$ cat src/imu_burst_frame_decoder_defines.svh
// Assertion macros shared by the decoder modules.
`ifndef IMU_BURST_FRAME_DECODER_DEFINES_SVH
`define IMU_BURST_FRAME_DECODER_DEFINES_SVH

`ifndef SYNTH
`define IBFD_ASSERT(label, prop) \
  label: assert property (@(posedge clk) disable iff (rst) prop) \
    else $error("ibfd assertion failed");
`define IBFD_ASSERT_ALWAYS(label, prop) \
  label: assert property (@(posedge clk) prop) \
    else $error("ibfd assertion failed");
`else
`define IBFD_ASSERT(label, prop)
`define IBFD_ASSERT_ALWAYS(label, prop)
`endif

`endif

$ cat src/ibfd_pkg.sv
// Types and constants of the burst frame decoder.
`default_nettype none
package ibfd_pkg;

  localparam int QUEUE_DEPTH_DEFAULT = 2;

  localparam logic [5:0] LEN16 = 6'd22;
  localparam logic [5:0] LEN32 = 6'd34;
  localparam int         FRAME_MAX = 34;

  localparam logic signed [30:0] K_GYRO     = 31'sd7496132;
  localparam logic signed [30:0] K_ACCEL    = 31'sd52613349;
  localparam logic signed [30:0] K_TEMP     = 31'sd429496730;
  localparam logic signed [63:0] K_TEMP_OFS = 64'sd1173170316902;
  localparam logic signed [63:0] ROUND_HALF = 64'sd32768;

  localparam logic [2:0] TEMP_STEP = 3'd6;

  typedef struct packed {
    logic [7:0] rx_byte;
    logic       frame_start;
  } in_item_t;

  typedef struct packed {
    logic signed [47:0] gyro_x;
    logic signed [47:0] gyro_y;
    logic signed [47:0] gyro_z;
    logic signed [47:0] accel_x;
    logic signed [47:0] accel_y;
    logic signed [47:0] accel_z;
    logic signed [47:0] temperature_k;
    logic [15:0]        sample_counter;
    logic [15:0]        status_word;
  } out_item_t;

  // Checked frame waiting to be scaled; raw values are sign extended in 16-bit mode.
  typedef struct packed {
    logic             wide;
    logic [5:0][31:0] raw;
    logic [15:0]      temp;
    logic [15:0]      counter;
  } frame_rec_t;

  typedef struct packed {
    logic       push;
    frame_rec_t rec;
  } frame_push_t;

endpackage
`default_nettype wire

$ cat src/ibfd_front.sv
// Byte intake: frame indexing, checksum and status check, raw word assembly.
`default_nettype none
module ibfd_front (
  input  wire logic               clk,
  input  wire logic               rst,
  input  wire logic               burst_mode,
  input  wire logic               accept,
  input  wire ibfd_pkg::in_item_t item,
  output ibfd_pkg::frame_push_t   fpush
);
  import ibfd_pkg::*;

  logic [5:0]  byte_index;
  logic [15:0] byte_sum;
  logic [7:0]  frame_bytes [FRAME_MAX];

  logic [5:0]  n;
  logic [5:0]  idx_eff;
  logic [15:0] sum_eff;
  logic [15:0] sum_next;
  logic        active;
  logic        last;
  logic [15:0] check;
  logic [15:0] status;
  frame_rec_t  rec;

  always_comb begin
    n        = burst_mode ? LEN32 : LEN16;
    idx_eff  = item.frame_start ? 6'd0 : byte_index;
    sum_eff  = item.frame_start ? 16'd0 : byte_sum;
    active   = idx_eff < n;
    sum_next = sum_eff;
    if (idx_eff >= 6'd2 && idx_eff <= n - 6'd3) begin
      sum_next = sum_eff + {8'd0, item.rx_byte};
    end
    last   = active && (idx_eff == n - 6'd1);
    check  = {burst_mode ? frame_bytes[32] : frame_bytes[20], item.rx_byte};
    status = {frame_bytes[2], frame_bytes[3]};
  end

  always_comb begin
    rec.wide = burst_mode;
    for (int k = 0; k < 6; k++) begin
      if (burst_mode) begin
        rec.raw[k] = {frame_bytes[6 + 4 * k], frame_bytes[7 + 4 * k],
                      frame_bytes[4 + 4 * k], frame_bytes[5 + 4 * k]};
      end else begin
        rec.raw[k] = {{16{frame_bytes[4 + 2 * k][7]}},
                      frame_bytes[4 + 2 * k], frame_bytes[5 + 2 * k]};
      end
    end
    rec.temp    = burst_mode ? {frame_bytes[28], frame_bytes[29]}
                             : {frame_bytes[16], frame_bytes[17]};
    rec.counter = burst_mode ? {frame_bytes[30], frame_bytes[31]}
                             : {frame_bytes[18], frame_bytes[19]};
  end

  assign fpush.push = accept && last && (sum_eff == check) && (status == 16'd0);
  assign fpush.rec  = rec;

  always_ff @(posedge clk) begin
    if (rst) begin
      byte_index <= 6'd0;
      byte_sum   <= 16'd0;
    end else if (accept) begin
      if (active) begin
        byte_index <= idx_eff + 6'd1;
        byte_sum   <= sum_next;
      end else begin
        byte_index <= idx_eff;
        byte_sum   <= sum_eff;
      end
    end
  end

  always_ff @(posedge clk) begin
    if (accept && active) begin
      frame_bytes[idx_eff] <= item.rx_byte;
    end
  end

endmodule
`default_nettype wire

$ cat src/ibfd_queue.sv
// Short FIFO of checked frames between intake and scaling.
`default_nettype none
`include "imu_burst_frame_decoder_defines.svh"
module ibfd_queue #(
  parameter int DEPTH = ibfd_pkg::QUEUE_DEPTH_DEFAULT
) (
  input  wire logic                 clk,
  input  wire logic                 rst,
  input  wire ibfd_pkg::frame_push_t fpush,
  input  wire logic                 pop,
  output ibfd_pkg::frame_rec_t      head,
  output logic                      q_valid,
  output logic                      full
);
  import ibfd_pkg::*;

  localparam int PTR_W = (DEPTH > 1) ? $clog2(DEPTH) : 1;
  localparam int CNT_W = $clog2(DEPTH + 1);
  localparam logic [PTR_W-1:0] PTR_LAST = PTR_W'(DEPTH - 1);
  localparam logic [CNT_W-1:0] CNT_FULL = CNT_W'(DEPTH);

  frame_rec_t       entries [DEPTH];
  logic [PTR_W-1:0] wr_ptr;
  logic [PTR_W-1:0] rd_ptr;
  logic [CNT_W-1:0] count;
  logic             do_push;
  logic             do_pop;

  assign full    = count == CNT_FULL;
  assign q_valid = count != '0;
  assign do_push = fpush.push && !full;
  assign do_pop  = pop && q_valid;
  assign head    = entries[rd_ptr];

  always_ff @(posedge clk) begin
    if (rst) begin
      wr_ptr <= '0;
      rd_ptr <= '0;
      count  <= '0;
    end else begin
      if (do_push) begin
        wr_ptr <= (wr_ptr == PTR_LAST) ? '0 : wr_ptr + 1'b1;
      end
      if (do_pop) begin
        rd_ptr <= (rd_ptr == PTR_LAST) ? '0 : rd_ptr + 1'b1;
      end
      unique case ({do_push, do_pop})
        2'b10:   count <= count + 1'b1;
        2'b01:   count <= count - 1'b1;
        default: count <= count;
      endcase
    end
  end

  always_ff @(posedge clk) begin
    if (do_push) begin
      entries[wr_ptr] <= fpush.rec;
    end
  end

  `IBFD_ASSERT(a_no_push_when_full, fpush.push |-> !full)
  `IBFD_ASSERT(a_count_bound, count <= CNT_FULL)

endmodule
`default_nettype wire

$ cat src/ibfd_back.sv
// Scaling sequencer: one shared multiplier, seven products per frame, output register.
`default_nettype none
`include "imu_burst_frame_decoder_defines.svh"
module ibfd_back (
  input  wire logic                 clk,
  input  wire logic                 rst,
  input  wire ibfd_pkg::frame_rec_t head,
  input  wire logic                 q_valid,
  output logic                      pop,
  output logic                      out_valid,
  input  wire logic                 out_stall,
  output ibfd_pkg::out_item_t       out_data
);
  import ibfd_pkg::*;

  typedef enum logic [1:0] {S_IDLE, S_CALC, S_FLUSH, S_OUT} state_t;

  state_t             state;
  logic [2:0]         step;
  logic signed [63:0] prod;
  logic [2:0]         prod_idx;
  logic               prod_valid;
  logic signed [47:0] work [7];

  logic signed [32:0] op_a;
  logic signed [30:0] op_b;
  logic signed [32:0] raw_ext;
  logic signed [63:0] rounded;
  logic signed [63:0] res;
  logic               out_free;

  assign out_free = !out_valid || !out_stall;
  assign pop      = (state == S_OUT) && out_free;

  always_comb begin
    raw_ext = '0;
    op_a    = '0;
    op_b    = K_GYRO;
    if (step == TEMP_STEP) begin
      op_a = {{17{head.temp[15]}}, head.temp};
      op_b = K_TEMP;
    end else begin
      raw_ext = {head.raw[step][31], head.raw[step]};
      op_a    = (step == 3'd2 || step == 3'd5) ? raw_ext : -raw_ext;
      op_b    = (step < 3'd3) ? K_GYRO : K_ACCEL;
    end
  end

  always_comb begin
    rounded = (prod + ROUND_HALF) >>> 16;
    if (prod_idx == TEMP_STEP) begin
      res = prod + K_TEMP_OFS;
    end else if (head.wide) begin
      res = rounded;
    end else begin
      res = prod;
    end
  end

  always_ff @(posedge clk) begin
    if (rst) begin
      state      <= S_IDLE;
      step       <= 3'd0;
      prod_valid <= 1'b0;
      out_valid  <= 1'b0;
    end else begin
      prod_valid <= (state == S_CALC);
      out_valid  <= pop || (out_valid && out_stall);
      if (prod_valid) begin
        work[prod_idx] <= res[47:0];
      end
      unique case (state)
        S_IDLE: begin
          if (q_valid) begin
            state <= S_CALC;
            step  <= 3'd0;
          end
        end
        S_CALC: begin
          prod     <= op_a * op_b;
          prod_idx <= step;
          if (step == TEMP_STEP) begin
            state <= S_FLUSH;
          end else begin
            step <= step + 3'd1;
          end
        end
        S_FLUSH: begin
          state <= S_OUT;
        end
        S_OUT: begin
          if (out_free) begin
            out_data.gyro_x         <= work[0];
            out_data.gyro_y         <= work[1];
            out_data.gyro_z         <= work[2];
            out_data.accel_x        <= work[3];
            out_data.accel_y        <= work[4];
            out_data.accel_z        <= work[5];
            out_data.temperature_k  <= work[6];
            out_data.sample_counter <= head.counter;
            out_data.status_word    <= 16'd0;
            state                   <= S_IDLE;
          end
        end
        default: state <= S_IDLE;
      endcase
    end
  end

  `IBFD_ASSERT(a_busy_has_frame, (state != S_IDLE) |-> q_valid)
  `IBFD_ASSERT(a_pop_loads_out, pop |=> out_valid)
  `IBFD_ASSERT(a_flush_after_temp, (state == S_FLUSH) |-> (prod_valid && prod_idx == TEMP_STEP))

endmodule
`default_nettype wire

$ cat src/imu_burst_frame_decoder.sv
// Top level of the inertial sensor burst frame decoder.
// Input channel: in_valid / in_stall / in_data, one reply byte per transaction,
//   with frame_start marking byte 0 of a frame.
// Output channel: out_valid / out_stall / out_data, one decoded sample per
//   frame whose checksum matches and whose status word is zero.
// cfg_we / cfg_wdata write burst_mode (0: 22-byte frame, 1: 34-byte frame);
//   write only while the block is idle.
// Throughput: one byte per cycle. in_stall rises only while the frame queue
//   (QUEUE_DEPTH entries) is full.
// After the last byte of a frame is accepted, the frame waits in the queue; the
//   shared multiplier then does seven products in turn, each registered and stored
//   (axis products rounded in 34-byte mode) in a work register, then the output register.
// Reset (rst, synchronous) clears the byte counter, checksum, queue and
//   output valid; burst_mode returns to 0.
// When out_stall holds, the result waits in the output register; later frames
//   collect in the queue, then bytes are stalled once it fills.
`default_nettype none
module imu_burst_frame_decoder #(
  parameter int QUEUE_DEPTH = ibfd_pkg::QUEUE_DEPTH_DEFAULT
) (
  input  wire logic                clk,
  input  wire logic                rst,
  input  wire logic                cfg_we,
  input  wire logic                cfg_wdata,
  input  wire logic                in_valid,
  output logic                     in_stall,
  input  wire ibfd_pkg::in_item_t  in_data,
  output logic                     out_valid,
  input  wire logic                out_stall,
  output ibfd_pkg::out_item_t      out_data
);
  import ibfd_pkg::*;

  logic        burst_mode;
  logic        accept;
  logic        q_full;
  logic        q_valid;
  logic        pop;
  frame_push_t fpush;
  frame_rec_t  head;

  assign in_stall = q_full;
  assign accept   = in_valid && !in_stall;

  always_ff @(posedge clk) begin
    if (rst) begin
      burst_mode <= 1'b0;
    end else if (cfg_we) begin
      burst_mode <= cfg_wdata;
    end
  end

  ibfd_front u_front (
    .clk        (clk),
    .rst        (rst),
    .burst_mode (burst_mode),
    .accept     (accept),
    .item       (in_data),
    .fpush      (fpush)
  );

  ibfd_queue #(
    .DEPTH (QUEUE_DEPTH)
  ) u_queue (
    .clk     (clk),
    .rst     (rst),
    .fpush   (fpush),
    .pop     (pop),
    .head    (head),
    .q_valid (q_valid),
    .full    (q_full)
  );

  ibfd_back u_back (
    .clk       (clk),
    .rst       (rst),
    .head      (head),
    .q_valid   (q_valid),
    .pop       (pop),
    .out_valid (out_valid),
    .out_stall (out_stall),
    .out_data  (out_data)
  );

endmodule
`default_nettype wire
$ cat config.mk
export PLATFORM = sky130hd
export DESIGN_NAME = imu_burst_frame_decoder
export DESIGN_NICKNAME = d
export VERILOG_FILES = /design/src/ibfd_pkg.sv /design/src/ibfd_front.sv /design/src/ibfd_queue.sv /design/src/ibfd_back.sv /design/src/imu_burst_frame_decoder.sv
export VERILOG_INCLUDE_DIRS = /design/src /design/src/src
export SDC_FILE = /design/constraint.sdc
export NUM_CORES = 2
export LEC_CHECK = 0
export ABC_CLOCK_PERIOD_IN_PS = 23300
export BUFFER_PORTS_ARGS = -buffer_cell sky130_fd_sc_hd__buf_2
export CAP_MARGIN = 5
export CORE_UTILIZATION = 50
export CTS_CLUSTER_SIZE = 30
export DETAILED_ROUTE_END_ITERATION = 8
export HOLD_SLACK_MARGIN = 0.1
export PLACE_DENSITY = 0.67
export SKIP_LAST_GASP = 1
export SLEW_MARGIN = 15
export SYNTH_ARGS = -nofsm -noshare
export SYNTH_HDL_FRONTEND = slang
export SYNTH_SLANG_ARGS = --single-unit
$ cat constraint.sdc
create_clock -name clk -period 23.3 [get_ports clk]
set_clock_uncertainty 0.1 [all_clocks]
set_input_delay 2.33 -clock clk [delete_from_list [all_inputs] [get_ports clk]]
set_output_delay 2.33 -clock clk [all_outputs]
set_load 0.02 [all_outputs]
==> results_dict.tcl <==
set metrics [dict create \
    antenna_left 0 \
    grt_pass1_vias 49800 \
    cts_made_buffers 146 \
    crit_top_cell "fa_1" \
    nets 7557 \
    area_growth_pct 10.9 \
    io_buffers 368 \
    fin_crit_sh 0.537 \
    synthCells 6015 \
    first_iter_violations 3961 \
    synth_top_cells_by_area "edfxtp_1 (52%), fa_1 (18%), ha_1 (5.6%), inv_1 (4.8%), mux4_2 (2.2%)" \
    die-area_mm2 0.169 \
    worstSkewPairLatency_ps 810 \
    vias_per_cell 5.50 \
    clock_path_buffers 3 \
    ys_types 85 \
    reg2reg_slack_ps 10790 \
    syn-cell-area_mm2 0.0835 \
    synth.ff_latch_count 1487 \
    grt_pass1_wl_um 319000 \
    worst_slew_pin_slew_ps 1260 \
    clk_pin_slew_ps 60 \
    cts_tree "done" \
    yosysWarnings 0 \
    ys_seq_area_frac 0.530 \
    worstPathArrival_ps 12940 \
    grt_max_degree 162 \
    overflow 0 \
    antenna_found_initial 1 \
    grt_use_total 0.257 \
    cts_sinks 1487 \
    async_flop_share 0 \
    reg2reg_to "u_back.prod[60]$_DFFE_PP_" \
    placementRows 149 \
    drt_pass1_iterations 6 \
    cts_setup_buffers 0 \
    tns_ps 0 \
    whs_path_depth 0 \
    critPathCaptureType "register" \
    route.detailed.drc 0 \
    drt_wl_total_um 215000 \
    r2r_cells 33 \
    seq_area_mm2 0.0443 \
    status "finished, final reports clean" \
    ys.flop_type "edfxtp_1" \
    place_hpwl_um 158000 \
    diodes 0 \
    min_to "out_data[314]$_DFFE_PP_" \
    rsz0062_at_grt "false" \
    worstPathMaxFanout 107 \
    place_congestion 0.954 \
    hold_violations 0 \
    die_x_um 411 \
    floorplan.initialDensity 0.505 \
    cts_hold_buffers 0 \
    cp.required_ps 23730 \
    drv_cap 0 \
    setup_viol 0 \
    crit_type "register to register" \
    avgSynthCellArea_um2 13.9 \
    nFillCells 13200 \
    multi_input_area_mm2 0.0344 \
    slew_violations 0 \
    max_freq_mhz 79.9 \
    yosysTopAreaCell "edfxtp_1" \
    slew_headroom 0.154 \
    drive_gt1_frac 0.149 \
    max_stage_delay_ps 1140 \
    vias 47800 \
    synth_edf_count 1452 \
    post_cts_resized 0 \
    wl_per_cell_um 24.7 \
    h-tree-depth 4 \
    core_area_mm2 0.165 \
    ios 385 \
    crit_path_top_delay_cell "fa_1" \
    cts-root-buf "clkbuf_16" \
    die_h_um 411 \
    worstHoldStart "u_back.work[1][42]$_DFFE_PP_" \
    min_period_ps 12510 \
    startpoint_type "register" \
    hold_class "register to register" \
    synth_top_area_frac 0.522 \
]
critical path, delay by kind of cell, from the launching register on:
kind                       cells  cell delay, ps
and+or+nand+nor                4            1140
buffers and inverters          7            1690
muxes                          1             590
DFF                            1             860
xor gates and xnor gates       1             140
adders and majority gates      9            5200
AOI/OAI and AO/OA             11            2440
stage by stage:
| step | std cells | utilization | area, µm² | hold slack, ps | worst slack, ps |
|---|---|---|---|---|---|
| 2_1_floorplan | 6030 | - | 83600 | 300 | 4800 |
| 3_3_place_gp | 8440 | 0.532 | 87900 | 300 | 10850 |
| 3_5_place_dp | 8441 | 0.532 | 87900 | 305 | 10670 |
| 4_1_cts | 8701 | 0.560 | 92600 | 308 | 10680 |
| 5_1_grt | 8701 | 0.560 | 92600 | 316 | 9900 |
| 6_report | 8701 | 0.560 | 92600 | 295 | 10790 |
registers in the layout, summed over array words and instances, names as in the netlist, 2 cells and up, named ones only:
signal	count
out_data	336
u_back.out_data	16
u_back.prod	63
u_back.prod_idx	3
u_back.state	2
u_back.step	3
u_back.work	336
u_front.byte_index	6
u_front.byte_sum	16
u_front.frame_bytes	248
u_queue.count	2
u_queue.entries	450
placed cells by master, fill, tap and decap left out, types with 22 or more instances in the layout:
cell and instances:
a21o_1 51, nor3_1 34, nand3_1 49, ha_1 370, nor2b_1 22, nand2b_1 30, nand2_1 463, a211oi_1 22
nand4_1 22, edfxtp_1 1452, mux2_2 152, buf_2 368, and2_1 28, o21ai_0 109, buf_4 73, fa_1 771
xnor2_1 108, inv_1 1064, nor2_1 271, a31oi_1 23, and3_1 27, mux2i_1 55, xor2_1 63, dfxtp_1 31
o21ai_1 42, clkbuf_1 27, clkinv_1 36, clkbuf_16 149, a21oi_1 149, mux4_2 82
cell type report:
| cell class | count | share of cell area |
|---|---|---|
| Timing Repair Buffer | 445 | 0.0267 |
| Clock buffer | 176 | 0.0413 |
| Clock inverter | 84 | 0.00918 |
| Multi-Input combinational cell | 3246 | 0.371 |
| Inverter | 1074 | 0.0435 |
| Tap cell | 2189 | 0.0296 |
| Sequential cell | 1487 | 0.478 |
cells in the mapped netlist, drive strengths merged, types with 15 or more instances:
cell    count
edfxtp   1452
inv      1073
fa        771
nand2     465
ha        371
nor2      281
clkbuf    171
a21oi     156
mux2      156
o21ai     154
xnor2     108
mux4       82
xor2       63
mux2i      56
buf        52
a21o       51
nand3      50
nor3       38
dfxtp      35
and2       30
nand2b     30
and3       28
a31oi      24
nor2b      24
a211oi     22
nand4      22
nor4       20
or2        19
a22oi      16
o21a       15
worst max path at each step:
stage | start | to | depth (start not counted)
after floorplan | rst | out_data[100]$_DFFE_PP_ | 3
after global placement | register | u_back.prod[60]$_DFFE_PP_ | 33
after detailed placement | register | u_back.prod[60]$_DFFE_PP_ | 33
after CTS | register | u_back.prod[60]$_DFFE_PP_ | 33
after global routing | register | u_back.prod[61]$_DFFE_PP_ | 34
final | register | u_back.prod[60]$_DFFE_PP_ | 33
layer usage:
layer	global-route usage	share of wire
met5	0	0
met3	0.0353	0.058
met2	0.433	0.49
met1	0.344	0.42
met4	0.0886	0.033
logic make-up after synthesis:
logic type	after synthesis	synth area share
xor+xnor	171	0.0179
mux	294	0.0499
simple gates	1043	0.0556
flops	1487	0.530
compound gates	580	0.0458
other cells	1	0.0000449
buf+inv	1297	0.0599
fa+ha+maj	1142	0.240
Power is not shown: default switching activity piles up to over one toggle a cycle in this logic, so the estimate is an artifact.
